[config.mk]
export PLATFORM = sky130hd
export DESIGN_NAME = crc32_byte_stream_unit
export DESIGN_NICKNAME = d
export VERILOG_FILES = /design/src/rtl/crcbs_pkg.sv /design/src/rtl/crcbs_state_mem.sv /design/src/rtl/crcbs_fold.sv /design/src/rtl/crc32_byte_stream_unit.sv
export SDC_FILE = /design/constraint.sdc
export NUM_CORES = 1
export LEC_CHECK = 0
export ABC_AREA = 0
export BUFFER_PORTS_ARGS = -buffer_cell sky130_fd_sc_hd__buf_2
export CORE_UTILIZATION = 32
export CTS_CLUSTER_SIZE = 30
export DETAILED_ROUTE_END_ITERATION = 8
export MAX_ROUTING_LAYER = met4
export PLACE_DENSITY = 0.47
export SLEW_MARGIN = 5
export SYNTH_ARGS = -nofsm -noshare
export SYNTH_HDL_FRONTEND = slang
export SYNTH_SLANG_ARGS = --single-unit
[constraint.sdc]
create_clock -name clk -period 13.4 [get_ports clk]
set_input_delay 1.34 -clock clk [delete_from_list [all_inputs] [get_ports clk]]
set_output_delay 1.34 -clock clk [all_outputs]
set_load 0.1 [all_outputs]
[src/rtl/crcbs_pkg.sv]
// ----------------------------------------------------------------------------
// crcbs_pkg
// Shared widths, register indexes, reset values and the state memory port
// type for the CRC-32 byte stream unit.
// ----------------------------------------------------------------------------
`default_nettype none

package crcbs_pkg;

  localparam int CRC_W    = 32;
  localparam int BYTE_W   = 8;
  localparam int CFG_IDX_W = 2;

  localparam logic [CRC_W-1:0] POLY_RESET  = 32'hEDB8_8320;
  localparam logic [CRC_W-1:0] START_RESET = 32'h0000_0000;

  typedef enum logic [CFG_IDX_W-1:0] {
    REG_POLYNOMIAL  = 2'd0,
    REG_START_VALUE = 2'd1
  } cfg_reg_t;

  // Request to the running-CRC store: one read and one write port.
  typedef struct packed {
    logic             rd_en;
    logic             wr_en;
    logic [CRC_W-1:0] wdata;
  } mem_req_t;

endpackage

`default_nettype wire

[src/rtl/crcbs_state_mem.sv]
// ----------------------------------------------------------------------------
// crcbs_state_mem
// Single-entry synchronous store for the running CRC, registered read with
// write-first forwarding and a valid flag cleared by reset.
// ----------------------------------------------------------------------------
`default_nettype none

module crcbs_state_mem (
  input  logic                     clk,
  input  logic                     rst,
  input  crcbs_pkg::mem_req_t      req,
  output logic [crcbs_pkg::CRC_W-1:0] rdata,
  output logic                     rvalid
);
  import crcbs_pkg::*;

  logic [CRC_W-1:0] mem_q;
  logic             valid;
  logic [CRC_W-1:0] rdata_q;
  logic             rvalid_q;

  always_ff @(posedge clk) begin
    if (req.wr_en) begin
      mem_q <= req.wdata;
    end
    // A write at the same edge as the read is forwarded to the read data.
    if (req.rd_en) begin
      rdata_q <= req.wr_en ? req.wdata : mem_q;
    end
  end

  always_ff @(posedge clk) begin
    if (rst) begin
      valid    <= 1'b0;
      rvalid_q <= 1'b0;
    end else begin
      if (req.wr_en) begin
        valid <= 1'b1;
      end
      if (req.rd_en) begin
        rvalid_q <= req.wr_en | valid;
      end
    end
  end

  assign rdata  = rdata_q;
  assign rvalid = rvalid_q;

endmodule

`default_nettype wire

[src/rtl/crcbs_fold.sv]
// ----------------------------------------------------------------------------
// crcbs_fold
// Folds one byte into a reflected CRC register: eight shift and
// conditional polynomial XOR steps, least significant bit first.
// ----------------------------------------------------------------------------
`default_nettype none

module crcbs_fold (
  input  logic [crcbs_pkg::CRC_W-1:0]  crc_in,
  input  logic [crcbs_pkg::BYTE_W-1:0] byte_in,
  input  logic [crcbs_pkg::CRC_W-1:0]  polynomial,
  output logic [crcbs_pkg::CRC_W-1:0]  crc_out
);
  import crcbs_pkg::*;

  always_comb begin
    logic [CRC_W-1:0] r;
    logic             bit_out;
    r = crc_in ^ {{(CRC_W-BYTE_W){1'b0}}, byte_in};
    for (int k = 0; k < BYTE_W; k++) begin
      bit_out = r[0];
      r = {1'b0, r[CRC_W-1:1]};
      if (bit_out) begin
        r = r ^ polynomial;
      end
    end
    crc_out = r;
  end

endmodule

`default_nettype wire

[src/rtl/crc32_byte_stream_unit.sv]
// ----------------------------------------------------------------------------
// crc32_byte_stream_unit
// Reflected CRC-32 over a byte stream with configurable polynomial and
// chaining start value.
// ----------------------------------------------------------------------------
// Usage:
//   Bytes enter on the input channel (in_valid / in_stall) with data_byte
//   and last_byte. Every item gives exactly one result on the output channel
//   (out_valid / out_stall): crc_value is the inverted running CRC including
//   that byte, and message_end copies last_byte, so the result of the last
//   byte is the finished CRC. After a last byte the running CRC reloads from
//   the inverse of start_value.
//   The running CRC sits in a one-entry synchronous store. An item is read
//   from it at acceptance, then folded and written back when it leaves the
//   fold stage, as its result loads into the result register. A write
//   landing on the same edge as the next read is forwarded, so one item is
//   taken every cycle while the receiver does not stall.
//   When the receiver stalls, the result register holds and one more item
//   waits in the fold stage; in_stall rises only while both are full.
//   Reset empties the pipeline and restores polynomial 0xEDB88320 and start
//   value zero; the store reads as the inverse of start_value until written.
//   Writing start_value reloads the running CRC at once; writing polynomial
//   applies from the next byte. Write configuration only while idle.
// ----------------------------------------------------------------------------
`default_nettype none

module crc32_byte_stream_unit (
  input  logic                              clk,
  input  logic                              rst,
  input  logic                              in_valid,
  output logic                              in_stall,
  input  logic [crcbs_pkg::BYTE_W-1:0]      data_byte,
  input  logic                              last_byte,
  output logic                              out_valid,
  input  logic                              out_stall,
  output logic [crcbs_pkg::CRC_W-1:0]       crc_value,
  output logic                              message_end,
  input  logic                              cfg_write_en,
  input  logic [crcbs_pkg::CFG_IDX_W-1:0]   cfg_index,
  input  logic [crcbs_pkg::CRC_W-1:0]       cfg_data
);
  import crcbs_pkg::*;

  logic [CRC_W-1:0]  polynomial;
  logic [CRC_W-1:0]  start_value;

  logic              s1_valid;
  logic [BYTE_W-1:0] s1_byte;
  logic              s1_last;

  mem_req_t          mem_req;
  logic [CRC_W-1:0]  mem_rdata;
  logic              mem_rvalid;
  logic [CRC_W-1:0]  crc_cur;
  logic [CRC_W-1:0]  crc_next;

  logic              in_accept;
  logic              out_free;
  logic              s1_adv;
  logic              cfg_start_wr;

  assign out_free     = ~out_valid | ~out_stall;
  assign s1_adv       = s1_valid & out_free;
  assign in_stall     = s1_valid & ~out_free;
  assign in_accept    = in_valid & ~in_stall;
  assign cfg_start_wr = cfg_write_en & (cfg_index == REG_START_VALUE);

  // Configuration registers.
  always_ff @(posedge clk) begin
    if (rst) begin
      polynomial  <= POLY_RESET;
      start_value <= START_RESET;
    end else if (cfg_write_en) begin
      case (cfg_index)
        REG_POLYNOMIAL:  polynomial  <= cfg_data;
        REG_START_VALUE: start_value <= cfg_data;
        default: ;
      endcase
    end
  end

  // Store port: a start value write takes priority over the write-back.
  always_comb begin
    mem_req.rd_en = in_accept;
    mem_req.wr_en = cfg_start_wr | s1_adv;
    if (cfg_start_wr) begin
      mem_req.wdata = ~cfg_data;
    end else if (s1_last) begin
      mem_req.wdata = ~start_value;
    end else begin
      mem_req.wdata = crc_next;
    end
  end

  crcbs_state_mem u_mem (
    .clk    (clk),
    .rst    (rst),
    .req    (mem_req),
    .rdata  (mem_rdata),
    .rvalid (mem_rvalid)
  );

  assign crc_cur = mem_rvalid ? mem_rdata : ~start_value;

  crcbs_fold u_fold (
    .crc_in     (crc_cur),
    .byte_in    (s1_byte),
    .polynomial (polynomial),
    .crc_out    (crc_next)
  );

  // Fold stage.
  always_ff @(posedge clk) begin
    if (rst) begin
      s1_valid <= 1'b0;
    end else if (in_accept) begin
      s1_valid <= 1'b1;
    end else if (s1_adv) begin
      s1_valid <= 1'b0;
    end
  end

  always_ff @(posedge clk) begin
    if (in_accept) begin
      s1_byte <= data_byte;
      s1_last <= last_byte;
    end
  end

  // Result register.
  always_ff @(posedge clk) begin
    if (rst) begin
      out_valid <= 1'b0;
    end else if (out_free) begin
      out_valid <= s1_adv;
    end
  end

  always_ff @(posedge clk) begin
    if (s1_adv) begin
      crc_value   <= ~crc_next;
      message_end <= s1_last;
    end
  end

endmodule

`default_nettype wire

### Word level (Yosys, flattened, before mapping)

Index checks and enable logic that the tools add are counted.

* flip-flop bits (word level): 174
* input bits: 48
* word-level logic and storage cells: 54
* output and inout port bits: 35

* mux-type cells: 14
* eq/ne operators: 1
* bitwise operators: 23
* reduce and logical (&&, ||, !) cells: 4

Operators by type and width (count)
* $mux W32: 12
* $xor A31 B32 Y32: 8
* $not A32 Y32: 3
* $xor A32 B8 Y32: 1
* $and A1 B1 Y1: 4
* $not A1 Y1: 4
* $reduce_and A2 Y1: 2
* $or A1 B1 Y1: 3
* $eq A2 B1 Y1 const B: 1
* $logic_not A2 Y1: 1
* $mux W1: 2
* $reduce_bool A2 Y1: 1

### Logic depth before layout (Yosys ltp)

* depth after elaboration: 22
* gate-level depth with buffers: 21
* gate-level depth less buffers: 14

### By module

A second synthesis with hierarchy kept.

* cell total of the unflattened synthesis: 1364
* area, all modules: 12608.3 um^2

Modules (own cells, without submodules)
* crc32_byte_stream_unit: cells each 566, sequential area each 2582.5 um^2, times used 1, area an instance 5465.2 um^2
* crcbs_fold: cells each 692, sequential area each 0.0 um^2, times used 1, area an instance 4934.7 um^2
* crcbs_state_mem: cells each 106, sequential area each 1641.6 um^2, times used 1, area an instance 2208.4 um^2

### Least setup slack after synthesis

No wires, ideal clock.

* path kind: register to register
* start point: register u_mem.rdata_q[1], in the netlist u_mem.rdata[1]
* end point: register u_mem.rdata_q[21], in the netlist u_mem.rdata[21], data pin
* required time: 13.131 ns
* path slack: 8.665 ns
* data arrival time: 4.466 ns
* stages on the path, launching flop included: 19
* cell sequence: edfxtp_1 and2_1 clkbuf_1 or3_1 buf_2 a211oi_4 a221oi_4 xor2_2 o211ai_1 and3_1 o32ai_4 a211oi_2 or4_1 buf_2 buf_2 a2111oi_0 a2111oi_2 xnor2_1 o2bb2ai_1

* cells in the longest elaborated chain, start to end: 20

RTL lines
* start, declared: line crcbs_state_mem.sv:19 `logic [CRC_W-1:0] rdata_q;`
* start signal, assigned: line crcbs_state_mem.sv:28 `rdata_q <= req.wr_en ? req.wdata : mem_q;`
* $mux W32 (*): line crc32_byte_stream_unit.sv:103 `assign crc_cur = mem_rvalid ? mem_rdata : ~start_value;`
* $xor A32 B8 Y32 (*): line crcbs_fold.sv:19 `r = crc_in ^ {{(CRC_W-BYTE_W){1'b0}}, byte_in};`
* $xor A31 B32 Y32: line crcbs_fold.sv:24 `r = r ^ polynomial;`
* $mux W32 (*) (2 in a row): line crcbs_fold.sv:23 `if (bit_out) begin`
* $xor A31 B32 Y32: line crcbs_fold.sv:24
* $mux W32 (*): line crcbs_fold.sv:23
* $xor A31 B32 Y32: line crcbs_fold.sv:24
* $mux W32 (*): line crcbs_fold.sv:23
* [... 3 more ...]
* $mux W32 (*): line crcbs_fold.sv:23
* $xor A31 B32 Y32: line crcbs_fold.sv:24
* $mux W32 (*): line crcbs_fold.sv:23
* $xor A31 B32 Y32: line crcbs_fold.sv:24
* $mux W32 (*): line crcbs_fold.sv:23
* $mux W32 (*): line crc32_byte_stream_unit.sv:88 `end else if (s1_last) begin`
* $mux W32 (*): line crc32_byte_stream_unit.sv:86 `if (cfg_start_wr) begin`
* $mux W32 (*)

Mark *: on every way between the ends. The rest lies on a longest branch, timed or not.
A chain may end at the register's enable or synchronous reset.

### Worst setup path after layout

* start point: register u_mem.rvalid_q, in the netlist u_mem.rvalid
* end point: register u_mem.rdata_q[30], in the netlist u_mem.rdata[30], data pin

* cells in the longest elaborated chain, start to end: 20
* elaborated cells on any way between the ends: 21
* classes of those cells: mux (12); bitwise (9)

RTL lines
* start, declared: line crcbs_state_mem.sv:20 `logic rvalid_q;`
* start signal, assigned: line crcbs_state_mem.sv:41 `rvalid_q <= req.wr_en | valid;`
* $mux W32 (*): line crc32_byte_stream_unit.sv:103
* $xor A32 B8 Y32 (*): line crcbs_fold.sv:19
* $xor A31 B32 Y32: line crcbs_fold.sv:24
* $mux W32 (*): line crcbs_fold.sv:23
* $xor A31 B32 Y32: line crcbs_fold.sv:24
* $mux W32 (*): line crcbs_fold.sv:23
* $xor A31 B32 Y32: line crcbs_fold.sv:24
* $mux W32 (*): line crcbs_fold.sv:23
* [... 3 more ...]
* $mux W32 (*): line crcbs_fold.sv:23
* $xor A31 B32 Y32: line crcbs_fold.sv:24
* $mux W32 (*) (2 in a row): line crcbs_fold.sv:23
* $xor A31 B32 Y32 or $mux W32 (tied branches): line crcbs_fold.sv:24, crcbs_fold.sv:23
* $mux W32 (*): line crcbs_fold.sv:23
* $mux W32 (*): line crc32_byte_stream_unit.sv:88
* $mux W32 (*): line crc32_byte_stream_unit.sv:86
* $mux W32 (*)

Marked as above.

==> out/metrics.csv <==
metric,value,unit
dominant cell type by area after synthesis,edfxtp_1,
vias,13800,
"flops & latches, synth",174,
antenna violations before repair,0,
measured slew at the worst slew-check pin,1.16,ns
gr usage total,25.0,%
DRC viols,0,
"Clk Latency, worst-skew pair",0.47,ns
I/O pins,83,
via density per instance,6.09,
Mapped Cells,1779,
CTS clock-pin slew for the worst setup and hold paths,0.08,ns
FP Rows,75,
DR WL/cell,23.7,um
P_leak,4.84,nW
Synth Flop Type,dfxtp_1,
Cell variety after synth,82,
Hold Fails Final Rpt,0,
WS Path Type,reg2reg,
top-area cell type share of the netlist area,16.3,%
largest net degree at the start of global routing,69,
register area share after synthesis,31.0,%
data arrival time of the worst path,7.67,ns
first-pass GRT wire length,81500,um
setup_tns,0,ns
WL final,53600,um
Synth Area per Inst,7.65,sq um
gr ovfl total,0,
htree depth,4,
Hold WC Path Type,reg2reg,
area delta synth->final,8.92,%
unrepaired setup endpoints after global routing,no,
GPL Wtd Cong,0.915,
Clock Path Buffers,2,
clock root buffer,clkbuf_16,
crit path max fanout,31,
die area,43400,sq um
fmax,135,MHz
cts repair resizes,0,
CP top delay family,compound AO/OA/AOI/OAI gates,
Port Buf Inserts,82,
Max rail drop VDD,95.3,uV
fin nets,1758,
"most common cell after layout, fill and taps aside",nand2_1,
Core ar.,41900,sq um
cell mode on critical path,buf_4,
Final HPWL DP,34300,um
Post-Route Utilization,35.4,%
worst path bufs/invs,3,
postcts setup bufs,0,
CTS tree,yes,
WP data required,13.69,ns
Post-synth ARST share,0,%
fin crit share,55.1,%
DRT iter0 DRCs,1512,
total CTS buffers,17,
crit end category,flip-flop,
Slew Limit Fails,0,
CP max stage cell,o21ai_2,
die width,208,um
Yosys warnings,0,
Slew Limit Headroom,22.6,%
pwr/cell area,162,nW/um^2
post-route minimum period,7.38,ns
Syn Nets,1827,
clk sink count,174,
status,"finished, final reports clean",
vias in the first global route,12600,
Setup crit start kind,flip-flop,
clk_skew,0.0263,ns
DIE HEIGHT,208,um
delay of the slowest cell on the worst path,0.85,ns
final setup fails,0,
DRT antenna net count,0,
worst-path cell chain,"and2_1, o21a_1, o21ai_2, buf_4, a21boi_1, o31ai_2, o311ai_1, and3_1, o32a_1, buf_4, nor4_2, or4_2, buf_4, nand2_1, o41ai_1, nor4_1, o21ai_0",
Initial Util,32.5,%
Post-Syn Area,13600,sq um
Area contributors post-synth,"edfxtp_1 16%, dfxtp_1 15%, a21oi_1 7.8%, nand2_1 7.7%, xnor2_1 6.9%",
drt pass-1 iters,6,
share of layout cells above drive strength 1,11.8,%
"EDFF count, synth",74,
Max Cap Viol,0,
most frequent cells in the layout,"277 x nand2_1, 212 x a21oi_1, 159 x nor2_1, 128 x o21ai_0, 107 x xnor2_1",
Hold Buf Count CTS,0,
[worst register-to-register path, delay by kind of cell, from the launching register on]
family / cells / cell delay [ns]
DFF: 1 / 0.39
and+or+nand+nor: 6 / 2.36
AOI/OAI and AO/OA: 8 / 3.30
buffers and inverters: 3 / 1.17
[flip-flops by register name, indices dropped and copies added, names as in the netlist]
register / cells
crc_value: 32
message_end: 1
out_valid: 1
polynomial: 32
s1_byte: 8
s1_last: 1
s1_valid: 1
start_value: 32
u_mem.mem_q: 32
u_mem.rdata: 32
u_mem.rvalid: 1
u_mem.valid: 1
[cell families (layout without fill, tap and decap cells)]
family / count (synthesis) / after routing / synth area share (%)
compound gates: 708 / 708 / 36.8
xor+xnor: 142 / 142 / 9.79
buf+inv: 244 / 188 / 7.06
flops: 174 / 174 / 31.0
mux: 1 / 1 / 0.0735
other cells: 0 / 1 / 0
simple gates: 510 / 510 / 15.3
[synthesized netlist by cell type, types with 6 or more instances]
cell type and number:
nand3_1 20, o2bb2ai_1 24, o21ai_0 128, buf_1 14
o2111ai_1 10, a211o_1 20, a21oi_1 213, a2111oi_1 10
a2111oi_2 16, xnor2_1 108, dfxtp_1 100, clkinv_1 19
a31oi_1 31, nand2_1 280, a211oi_1 31, nor4_1 6
xor2_1 27, buf_2 21, o22ai_1 27, nor3_1 10
a311oi_1 26, o211ai_1 9, or3_1 6, a2111o_1 7
a2111oi_0 26, clkbuf_1 168, nor2_1 163, o2111a_1 26
o311ai_0 25, edfxtp_1 74, a32o_1 22, inv_1 19
[routing by layer]
metal / wire [um] / global-route usage [%] / up-vias
li1: - / - / 6463
met1: 25000 / 35.4 / 6622
met2: 23800 / 37.2 / 628
met3: 3570 / 2.64 / 65
met4: 1200 / 7.94 / 0
met5: 0 / - / -
[power breakdown]
part           internal [W]  switching [W]  total [W]
Clock              0.000255       0.000250   0.000506
Sequential         0.000672      0.0000476   0.000719
Combinational      0.000350       0.000829    0.00118
Total               0.00128        0.00113    0.00240
[metrics by stage]
step                      setup WS [ns]  power (W)  hold WS [ns]  cell area (sq um)  cells
after floorplan                    8.67    0.00160         0.424              13600   1779
after global placement             6.32    0.00189         0.446              14300   2230
after detailed placement           6.20    0.00190         0.460              14300   2230
after CTS                          6.17    0.00241         0.471              14800   2262
after global routing               5.63    0.00252         0.493              14800   2262
final                              6.02    0.00240         0.472              14800   2263
[layout make-up]
| cell class | count | area (sq um) |
|---|---|---|
| fill | 4315 | 27100 |
| multi-input combinational | 1361 | 8540 |
| sequential | 174 | 4230 |
| timing repair buffer | 118 | 681 |
| tap | 539 | 674 |
| clock buffer | 19 | 454 |
| inverter | 38 | 143 |
| clock inverter | 13 | 113 |
| antenna | 1 | 2.50 |
[final timing paths]
| kind | start | endpoint | slack (ns) | cells past startpoint |
|---|---|---|---|---|
| min | start_value[12] | start_value[12] | 0.47 | 2 |
| max reg2reg | u_mem.rvalid | u_mem.rdata[30] | 6.02 | 17 |
| min reg2reg | start_value[12] | start_value[12] | 0.47 | 2 |
| max | u_mem.rvalid | u_mem.rdata[30] | 6.02 | 17 |
Note: power is estimated with default switching activity, not from simulation.
